==> src/hw/rtl/lfdu_pkg.sv <==
`timescale 1ns / 1ps
// ----------------------------------------------------------------------------
// LED frame difference updater package
// Shared codes, types and the board orientation map for the frame updater.
// ----------------------------------------------------------------------------
package lfdu_pkg;

    // Grid geometry: a 16x16 picture made from four 8x8 boards.
    localparam int GRID_SIZE = 16;
    localparam int ROW_W     = 4;
    localparam int COL_W     = 4;
    localparam int LEN_W     = 5;

    // Input item action codes.
    typedef enum logic [1:0] {
        ACT_WRITE_RUN = 2'd0,
        ACT_CLEAR     = 2'd1,
        ACT_UPDATE    = 2'd2
    } lfdu_action_t;

    // Controller states.
    typedef enum logic {
        ST_IDLE,
        ST_SCAN
    } lfdu_state_t;

    // Commands from the controller to the datapath.
    typedef struct packed {
        logic start;      // latch the row and restart the column scan
        logic write_run;  // apply a write run to the current frame
        logic clear;      // zero the current frame
        logic step;       // advance the scan column
        logic emit;       // send the LED write for the scan column
    } lfdu_cmd_t;

    // Status from the datapath to the controller.
    typedef struct packed {
        logic diff_bit;      // scan pixel differs from the shown frame
        logic out_free;      // output register can take an item this cycle
        logic col_last;      // scan column is the final one
        logic row_diff_zero; // scanned row matches the shown frame
    } lfdu_status_t;

    // LED address on one board.
    typedef struct packed {
        logic [1:0] board;
        logic [2:0] led_row;
        logic [2:0] led_col;
    } led_addr_t;

    // Board index for each quadrant, by top/bottom half and then left/right.
    localparam logic [1:0] BOARD_OF_QUADRANT [2][2] = '{'{2'd2, 2'd1}, '{2'd3, 2'd0}};

    // Map a grid pixel to its board and the board's own row and column.
    function automatic led_addr_t map_led(input logic [ROW_W-1:0] row,
                                          input logic [COL_W-1:0] col);
        led_addr_t  a;
        logic       t;
        logic       l;
        logic [2:0] r;
        logic [2:0] c;
        t = row[3];
        l = col[3];
        r = row[2:0];
        c = col[2:0];
        a.board = BOARD_OF_QUADRANT[t][l];
        if (!t) begin
            if (!l) begin
                a.led_row = ~r;
                a.led_col = c + 3'd1;
            end else begin
                a.led_row = c;
                a.led_col = r + 3'd1;
            end
        end else begin
            if (!l) begin
                a.led_row = ~c;
                a.led_col = 3'd0 - r;
            end else begin
                a.led_row = r;
                a.led_col = 3'd0 - c;
            end
        end
        return a;
    endfunction

endpackage

==> src/hw/rtl/lfdu_ctrl.sv <==
`timescale 1ns / 1ps
// ----------------------------------------------------------------------------
// LED frame difference updater controller
// Accepts items, dispatches write and clear items, and sequences the
// sixteen-column scan of a row update.
// ----------------------------------------------------------------------------
module lfdu_ctrl
    import lfdu_pkg::*;
(
    input  logic         aclk,
    input  logic         aresetn,
    input  logic         s_tvalid,
    output logic         s_tready,
    input  lfdu_action_t action,
    input  lfdu_status_t status,
    output lfdu_cmd_t    cmd
);

    lfdu_state_t state_reg;
    lfdu_state_t state_next;
    logic        accept;
    logic        step_ok;

    assign accept  = s_tvalid && s_tready;
    // A column moves on when it needs no write or when its write can go out.
    assign step_ok = !status.diff_bit || status.out_free;

    // State register.
    always_ff @(posedge aclk) begin
        if (!aresetn) begin
            state_reg <= ST_IDLE;
        end else begin
            state_reg <= state_next;
        end
    end

    // Next state.
    always_comb begin
        state_next = state_reg;
        case (state_reg)
            ST_IDLE: begin
                if (accept && action == ACT_UPDATE) begin
                    state_next = ST_SCAN;
                end
            end
            ST_SCAN: begin
                if (step_ok && status.col_last) begin
                    state_next = ST_IDLE;
                end
            end
            default: begin
                state_next = ST_IDLE;
            end
        endcase
    end

    // Outputs. In idle the block is always ready, so a valid item is taken.
    always_comb begin
        s_tready = 1'b0;
        cmd      = '0;
        case (state_reg)
            ST_IDLE: begin
                s_tready = 1'b1;
                if (s_tvalid) begin
                    case (action)
                        ACT_WRITE_RUN: cmd.write_run = 1'b1;
                        ACT_CLEAR:     cmd.clear     = 1'b1;
                        ACT_UPDATE:    cmd.start     = 1'b1;
                        default:       cmd           = '0;
                    endcase
                end
            end
            ST_SCAN: begin
                cmd.step = step_ok;
                cmd.emit = status.diff_bit && status.out_free;
            end
            default: begin
                cmd = '0;
            end
        endcase
    end

endmodule

==> src/hw/rtl/lfdu_dp.sv <==
`timescale 1ns / 1ps
// ----------------------------------------------------------------------------
// LED frame difference updater datapath
// Holds the current and shown frames, the scan position and the output
// register that carries LED writes.
// ----------------------------------------------------------------------------
module lfdu_dp
    import lfdu_pkg::*;
(
    input  logic             aclk,
    input  logic             aresetn,
    input  lfdu_cmd_t        cmd,
    input  logic [ROW_W-1:0] in_row,
    input  logic [COL_W-1:0] in_col,
    input  logic [LEN_W-1:0] in_run_length,
    input  logic             in_on,
    output lfdu_status_t     status,
    output logic             m_tvalid,
    input  logic             m_tready,
    output led_addr_t        out_addr,
    output logic             out_lit,
    output logic             out_last
);

    logic [GRID_SIZE-1:0] cur_frame_reg   [GRID_SIZE];
    logic [GRID_SIZE-1:0] shown_frame_reg [GRID_SIZE];
    logic [ROW_W-1:0]     row_reg;
    logic [COL_W-1:0]     col_reg;
    logic                 m_tvalid_reg;
    led_addr_t            addr_reg;
    logic                 lit_reg;
    logic                 last_reg;

    logic [GRID_SIZE-1:0] run_mask;
    logic [LEN_W:0]       run_end;
    logic [GRID_SIZE-1:0] cur_word;
    logic [GRID_SIZE-1:0] shown_word;
    logic [GRID_SIZE-1:0] diff_word;
    logic [GRID_SIZE-1:0] diff_rest;
    logic                 emit_last;

    // Columns touched by a write run; those past the edge fall away.
    assign run_end = {2'b00, in_col} + {1'b0, in_run_length};
    always_comb begin
        for (int c = 0; c < GRID_SIZE; c++) begin
            run_mask[c] = (6'(c) >= {2'b00, in_col}) && (6'(c) < run_end);
        end
    end

    // Scanned row and its pending differences.
    assign cur_word   = cur_frame_reg[row_reg];
    assign shown_word = shown_frame_reg[row_reg];
    assign diff_word  = cur_word ^ shown_word;
    assign diff_rest  = diff_word >> col_reg;
    // The write is the last one when no difference remains to its right.
    assign emit_last  = (diff_rest[GRID_SIZE-1:1] == '0);

    assign status.diff_bit      = diff_word[col_reg];
    assign status.out_free      = !m_tvalid_reg || m_tready;
    assign status.col_last      = (col_reg == COL_W'(GRID_SIZE - 1));
    assign status.row_diff_zero = (diff_word == '0);

    // Frame stores and scan position.
    always_ff @(posedge aclk) begin
        if (!aresetn) begin
            for (int i = 0; i < GRID_SIZE; i++) begin
                cur_frame_reg[i]   <= '0;
                shown_frame_reg[i] <= '0;
            end
            row_reg <= '0;
            col_reg <= '0;
        end else begin
            if (cmd.clear) begin
                for (int i = 0; i < GRID_SIZE; i++) begin
                    cur_frame_reg[i] <= '0;
                end
            end else if (cmd.write_run) begin
                if (in_on) begin
                    cur_frame_reg[in_row] <= cur_frame_reg[in_row] | run_mask;
                end else begin
                    cur_frame_reg[in_row] <= cur_frame_reg[in_row] & ~run_mask;
                end
            end
            if (cmd.emit) begin
                shown_frame_reg[row_reg][col_reg] <= cur_word[col_reg];
            end
            if (cmd.start) begin
                row_reg <= in_row;
                col_reg <= '0;
            end else if (cmd.step) begin
                col_reg <= col_reg + COL_W'(1);
            end
        end
    end

    // Output valid flag.
    always_ff @(posedge aclk) begin
        if (!aresetn) begin
            m_tvalid_reg <= 1'b0;
        end else if (cmd.emit) begin
            m_tvalid_reg <= 1'b1;
        end else if (m_tready) begin
            m_tvalid_reg <= 1'b0;
        end
    end

    // Output payload.
    always_ff @(posedge aclk) begin
        if (cmd.emit) begin
            addr_reg <= map_led(row_reg, col_reg);
            lit_reg  <= cur_word[col_reg];
            last_reg <= emit_last;
        end
    end

    assign m_tvalid = m_tvalid_reg;
    assign out_addr = addr_reg;
    assign out_lit  = lit_reg;
    assign out_last = last_reg;

endmodule

==> src/hw/rtl/led_frame_diff_update.sv <==
`timescale 1ns / 1ps
// ----------------------------------------------------------------------------
// LED frame difference updater
// Composes a 16x16 one-bit picture and sends only changed pixels as LED
// writes to four 8x8 driver boards.
// ----------------------------------------------------------------------------
// A write-run or clear item produces no output. An update item is accepted
// and then the scanner steps through each of the sixteen columns in turn; a
// column whose LED write finds the output register still full waits there
// until the downstream side takes the previous item. The next item is
// accepted as soon as the scan of the row ends, even while its final LED
// write still waits at the output. Both frame stores are zero after reset,
// so the first update of a row sends only the pixels lit since then. The
// final LED write of an update carries m_tlast.
module led_frame_diff_update
    import lfdu_pkg::*;
(
    input  logic        aclk,
    input  logic        aresetn,
    input  logic        s_tvalid,
    output logic        s_tready,
    // action[1:0], row[5:2], col[9:6], run_length[14:10], on[15]
    input  logic [15:0] s_tdata,
    output logic        m_tvalid,
    input  logic        m_tready,
    // board[1:0], led_row[4:2], led_col[7:5], lit[8], zero fill[15:9]
    output logic [15:0] m_tdata,
    output logic        m_tlast
);

    lfdu_cmd_t    cmd;
    lfdu_status_t status;
    led_addr_t    out_addr;
    logic         out_lit;
    logic         out_last;

    // Sequencing.
    lfdu_ctrl u_ctrl (
        .aclk     (aclk),
        .aresetn  (aresetn),
        .s_tvalid (s_tvalid),
        .s_tready (s_tready),
        .action   (lfdu_action_t'(s_tdata[1:0])),
        .status   (status),
        .cmd      (cmd)
    );

    // Frame stores, scan and output register.
    lfdu_dp u_dp (
        .aclk          (aclk),
        .aresetn       (aresetn),
        .cmd           (cmd),
        .in_row        (s_tdata[5:2]),
        .in_col        (s_tdata[9:6]),
        .in_run_length (s_tdata[14:10]),
        .in_on         (s_tdata[15]),
        .status        (status),
        .m_tvalid      (m_tvalid),
        .m_tready      (m_tready),
        .out_addr      (out_addr),
        .out_lit       (out_lit),
        .out_last      (out_last)
    );

    assign m_tdata = {7'b0, out_lit, out_addr.led_col, out_addr.led_row, out_addr.board};
    assign m_tlast = out_last;

`ifndef SYNTHESIS
    // An LED write never overwrites an item the downstream side has not taken.
    assert property (@(posedge aclk) disable iff (!aresetn)
        cmd.emit |-> !(m_tvalid && !m_tready))
        else $error("LED write issued while the output register was full");

    // After the final write of an update the scanned row matches the LEDs.
    assert property (@(posedge aclk) disable iff (!aresetn)
        cmd.emit |=> (!m_tlast || status.row_diff_zero))
        else $error("Differences remain after the final LED write");

    // Finishing the last column returns the block to accepting items.
    assert property (@(posedge aclk) disable iff (!aresetn)
        (cmd.step && status.col_last) |=> s_tready)
        else $error("Block did not return to idle after a row scan");
`endif

endmodule

==> config.mk <==
export PLATFORM = sky130hd
export DESIGN_NAME = led_frame_diff_update
export DESIGN_NICKNAME = d
export VERILOG_FILES = /design/src/hw/rtl/lfdu_pkg.sv /design/src/hw/rtl/lfdu_ctrl.sv /design/src/hw/rtl/lfdu_dp.sv /design/src/hw/rtl/led_frame_diff_update.sv
export SDC_FILE = /design/constraint.sdc
export NUM_CORES = 1
export LEC_CHECK = 0
export BUFFER_PORTS_ARGS = -buffer_cell sky130_fd_sc_hd__clkbuf_2
export CAP_MARGIN = 20
export CORE_MARGIN = 8
export CORE_UTILIZATION = 57
export CTS_BUF_LIST = sky130_fd_sc_hd__clkbuf_16
export DETAILED_ROUTE_END_ITERATION = 8
export PLACE_DENSITY = 0.81
export SYNTH_ARGS = -nofsm -noshare
export SYNTH_HDL_FRONTEND = slang
export SYNTH_SLANG_ARGS = --single-unit
==> constraint.sdc <==
create_clock -name aclk -period 9.1 [get_ports aclk]
set_input_delay 1.365 -clock aclk [delete_from_list [all_inputs] [get_ports aclk]]
set_output_delay 1.365 -clock aclk [all_outputs]
set_load 0.05 [all_outputs]
==> flow_results.org <==
** Outcome
- The flow ran to the end, and the final reports show no timing, DRC or antenna violations.

** Timing
- Fin worst setup slack :: 3.25 ns
- At the pin with the least slew margin, the transition time is ~1.3 ns.
- The worst pin sits at a relative slew slack of 0.135.
- Setup repair after global routing left no endpoint under its margin.
- Final Setup Violations :: 0
- Max-slew violation count :: 0
- Derived from the worst setup path, the maximum achievable clock frequency is 171 MHz.
- Hold is met by approximately 0.51 ns.
- The routed design could run at a clock period as short as 5.85 ns.
- In the final timing run, aggregate negative setup slack is 0 ns.
- The count of final hold-check violations was 0.
- Period utilization :: 0.643
- Across the routed clock network, the largest skew measured is between 0.015 and 0.02 ns.

** Pwr
- In this run the static leakage power is 10.3 nW.
- Proportion of power drawn by the clock network :: 0.384
- Power spread over the standard cell area amounts to between 150 and 200 nW/um^2.
- Switching share of total power :: 0.248
- Part of the total power dissipated in sequential elements :: 0.504
- Worst IR Drop VDD :: around 170 uV
- The share of total power dissipated in combinational logic is 0.112.
- The analysis attributes to net switching a power of roughly 1.4 mW.
- The internal power of the cells totals roughly 4.3 mW.

** Route
- After detailed routing, the average wire length per cell comes to between 20 and 30 um.
- Wirelength, routed :: approximately 83000 um
- After detailed routing, the number of remaining DRC violations is 0.
- DR vias/cell :: 7.04
- Summing over every cut layer, the via total after detailed routing is ~21000.
- Before antenna repair, the detailed router went through 8 iterations.
- Number of violations reported at the end of detailed-routing iteration 0 :: between 3000 and 4000
- In this run the remaining antenna-violating nets after routing total 0.

** Clock network
- Count of hold buffers inserted by post-cts repair :: 0
- The H-tree was split into 2 levels.
- Latest clock arrival within the worst-skew pair :: just over 0.6 ns
- Number of clock sinks :: 536
- Cts repair resizes :: 0
- CTS placed an instance of sky130_fd_sc_hd__clkbuf_16 at the clock tree root.
- Worst-case clock buffer depth :: 3
- CTS buffer count :: between 50 and 60
- Clock-pin slew of the registers on the worst-case setup and hold paths :: roughly 0.060 ns
- TritonCTS built the clock tree.
- Setup fix buffers added after clock tree synthesis :: 0

** Worst setup path
- The critical path is of the flop to flop type.
- The signal on the critical path passes through buf_4 -> mux4_2 -> a22oi_1 -> nand2_1 -> xnor2_1 -> mux2i_1 -> mux2i_1 -> a2111oi_4 -> buf_4 -> nand4_4 -> nor2_1.
- Required time at the endpoint of the critical path :: roughly 9.5 ns
- The critical path contains buffers and inverters numbering 2 combined.
- Longest individual stage delay on the worst path :: 0.93 ns
- STA classifies the critical path endpoint as a flop.
- Critical path arrival :: 6.28 ns
- Among cell families on the critical path, the largest total delay comes from simple AND/OR/NAND/NOR gates.
- The worst setup path is launched from a flop.
- Maximum fanout encountered on the critical timing path :: about 60
- On the critical path, the stage with the largest delay is an instance of sky130_fd_sc_hd__dfxtp_4.

** Layout
- In the final layout, the share of cells above drive strength 1 is 0.177.
- Area of the multi-input gates :: around 12000 sq um
- The sequential cells in the finished layout cover a total of between 15000 and 20000 sq um.
- Area Growth Syn to Fin :: 8.03%
- Fill cells in the final layout number roughly 3600.
- 0 antenna diodes ended up in the layout.
- At the end of the flow, the number of nets in the layout was 2300.

** Synthesis
- Synthesis produced 2338 cells.
- By area, the combinational part of the netlist is dominated by multiplexers.
- Synth Area in Compound Gates :: 0.0767
- Mean post-synth cell area :: approximately 12 sq um
- The Yosys step of the flow raised 0 warnings.
- Of the total synthesized cell area, the portion taken by XOR and XNOR cells is 0.00882.
- Post-synthesis simple-gate area fraction :: 0.120
- For this run, asynchronously set or reset flops after synthesis account for 0.
- For this run, the register share of the synthesized area comes to 0.554.
- Number of library cell types mapped by synthesis :: between 60 and 70
- Measured against the total synthesized area, the mux share comes to 0.196.
- Most instantiated flip-flop cell in the synthesis netlist :: sky130_fd_sc_hd__edfxtp_1
- Of the total synthesized cell area, the portion taken by full adders, half adders and majority gates is 0.00504.
- In this run, synthesis produced a sequential element count of about 540.
- The synthesized design contains ~520 enable-type register cells.
- Summing every instance area after synthesis gives about 29000 sq um.

** Global routing
- Entering global routing, the biggest net connects 156 pins.
- Residual overflow from global routing :: 0
- The number of antenna violations at the first check in global routing was 1.
- Global-route wire length before repair :: between 100000 and 150000 um
- For this run, the total global-route usage over all layers was measured as 0.281.
- Vias in the first global route :: between 20000 and 25000

** Die
- Width of the die :: between 200 and 250 um
- From bottom edge to top edge, the die measures 241 um.
- The initialized floorplan defines 82 standard-cell rows.
- The core region is ~50000 sq um.
- Die Outline Area :: 58000 sq um
- Count of boundary I/O pins :: 39
- For this configuration, the core starts out at a cell density of 0.576.

** Place
- Final GP Congestion :: about 0.93
- Buffers placed on the I/O ports in this run total 31.
- Timing analysis after detailed placement gives a worst setup slack of 2.88 ns.
- Detailed Place HPWL :: 49800 um

** Flow run
- Max-cap violations in this run came to 0.

** Worst hold path
- Class of the tightest hold or removal check :: flop to flop
[power groups by stage]
stage / combinational (mW) / clock, mW / sequential [mW]
2_1_floorplan: 0.441 / 0 / 2.88
3_3_place_gp: 0.566 / 0 / 2.90
3_5_place_dp: 0.597 / 0 / 2.91
4_1_cts: 0.602 / 2.17 / 2.86
5_1_grt: 0.664 / 2.26 / 2.87
6_report: 0.636 / 2.18 / 2.87
[cell usage after synthesis (all sizes together) (14+ instances only)]
cell type	number	area share
dfxtp	14	0.0097
a22oi	21	0.0055
a21oi	24	0.0042
edfxtp	522	0.54
buf	77	0.018
clkbuf	148	0.019
nor3	26	0.0045
mux2	14	0.0055
xor2	14	0.0043
nor2b	17	0.0037
o21ai	274	0.048
nand3	27	0.0047
mux2i	84	0.029
nor2	543	0.071
xnor2	15	0.0046
mux4	206	0.16
nand2	166	0.022
[area by class of cell]
type,instances,area share
timing repair buffer,95,0.0261
multi-input combinational,1572,0.378
inverter,11,0.00133
clock buffer,53,0.0426
tap,672,0.0270
clock inverter,44,0.0114
sequential,536,0.513
[metrics by stage]
step / utilization / power [mW] / cell area, sq um / cells
3_5_place_dp: 0.584 / 3.51 / 29200 / 2871
2_1_floorplan: - / 3.32 / 28800 / 2344
6_report: 0.622 / 5.68 / 31100 / 2983
3_3_place_gp: 0.581 / 3.47 / 29000 / 2858
4_1_cts: 0.618 / 5.64 / 30900 / 2968
5_1_grt: 0.622 / 5.80 / 31100 / 2983
[per-layer routing]
layer  GRT usage  part of all wire  up-vias
met2       0.455              0.47     1837
met3      0.0784              0.14      393
met4       0.167             0.064        2
met1       0.337              0.32    10200
met5           0           0.00015        -
li1            -                 -     8580
[worst min-delay path: cells and delay by family, from the launching register on]
family	cells	cell delay, ns
DFF	1	0.34
muxes	1	0.05
and+or+nand+nor	1	0.07
[kinds of logic (layout without fill, tap and decap cells)]
logic type,after synthesis,count (layout)
compound gates,385,385
xor+xnor,29,29
fa+ha+maj,11,11
buf+inv,236,203
flops,536,536
mux,304,304
other cells,1,7
simple gates,836,836
[path summary, 6_finish.rpt]
check	startpoint	end	slack, ns	cells after the start
worst max-delay path	flop	u_dp.shown_frame_reg[14][9]	3.25	11
worst min-delay path	u_dp.col_reg[1]	u_dp.col_reg[1]	0.51	2
worst max register to register	flop	u_dp.shown_frame_reg[14][9]	3.25	11
worst min register to register	u_dp.col_reg[1]	u_dp.col_reg[1]	0.51	2
[cell usage in the layout, fill, tap and decap left out, types with 8 or more instances in the layout]
master,netlist,routed
sky130_fd_sc_hd__edfxtp_1,522,522
sky130_fd_sc_hd__mux2_2,14,14
sky130_fd_sc_hd__nor2_1,543,542
sky130_fd_sc_hd__inv_1,9,21
sky130_fd_sc_hd__xnor2_1,15,15
sky130_fd_sc_hd__buf_4,25,52
sky130_fd_sc_hd__o21ai_0,274,274
sky130_fd_sc_hd__a21oi_1,24,24
sky130_fd_sc_hd__clkinv_2,0,8
sky130_fd_sc_hd__nand2_1,166,166
sky130_fd_sc_hd__nor3_1,26,26
sky130_fd_sc_hd__and3_1,8,8
sky130_fd_sc_hd__nand2b_1,8,8
sky130_fd_sc_hd__mux2i_1,84,84
sky130_fd_sc_hd__xor2_1,14,14
sky130_fd_sc_hd__clkbuf_16,0,53
sky130_fd_sc_hd__a22oi_1,21,21
sky130_fd_sc_hd__mux4_2,206,206
sky130_fd_sc_hd__nor2b_1,17,15
sky130_fd_sc_hd__clkinv_1,2,15
sky130_fd_sc_hd__ha_1,10,10
sky130_fd_sc_hd__clkbuf_2,4,29
sky130_fd_sc_hd__dfxtp_1,14,11
sky130_fd_sc_hd__nand3_1,27,24
(Power assumes the default switching activity.)
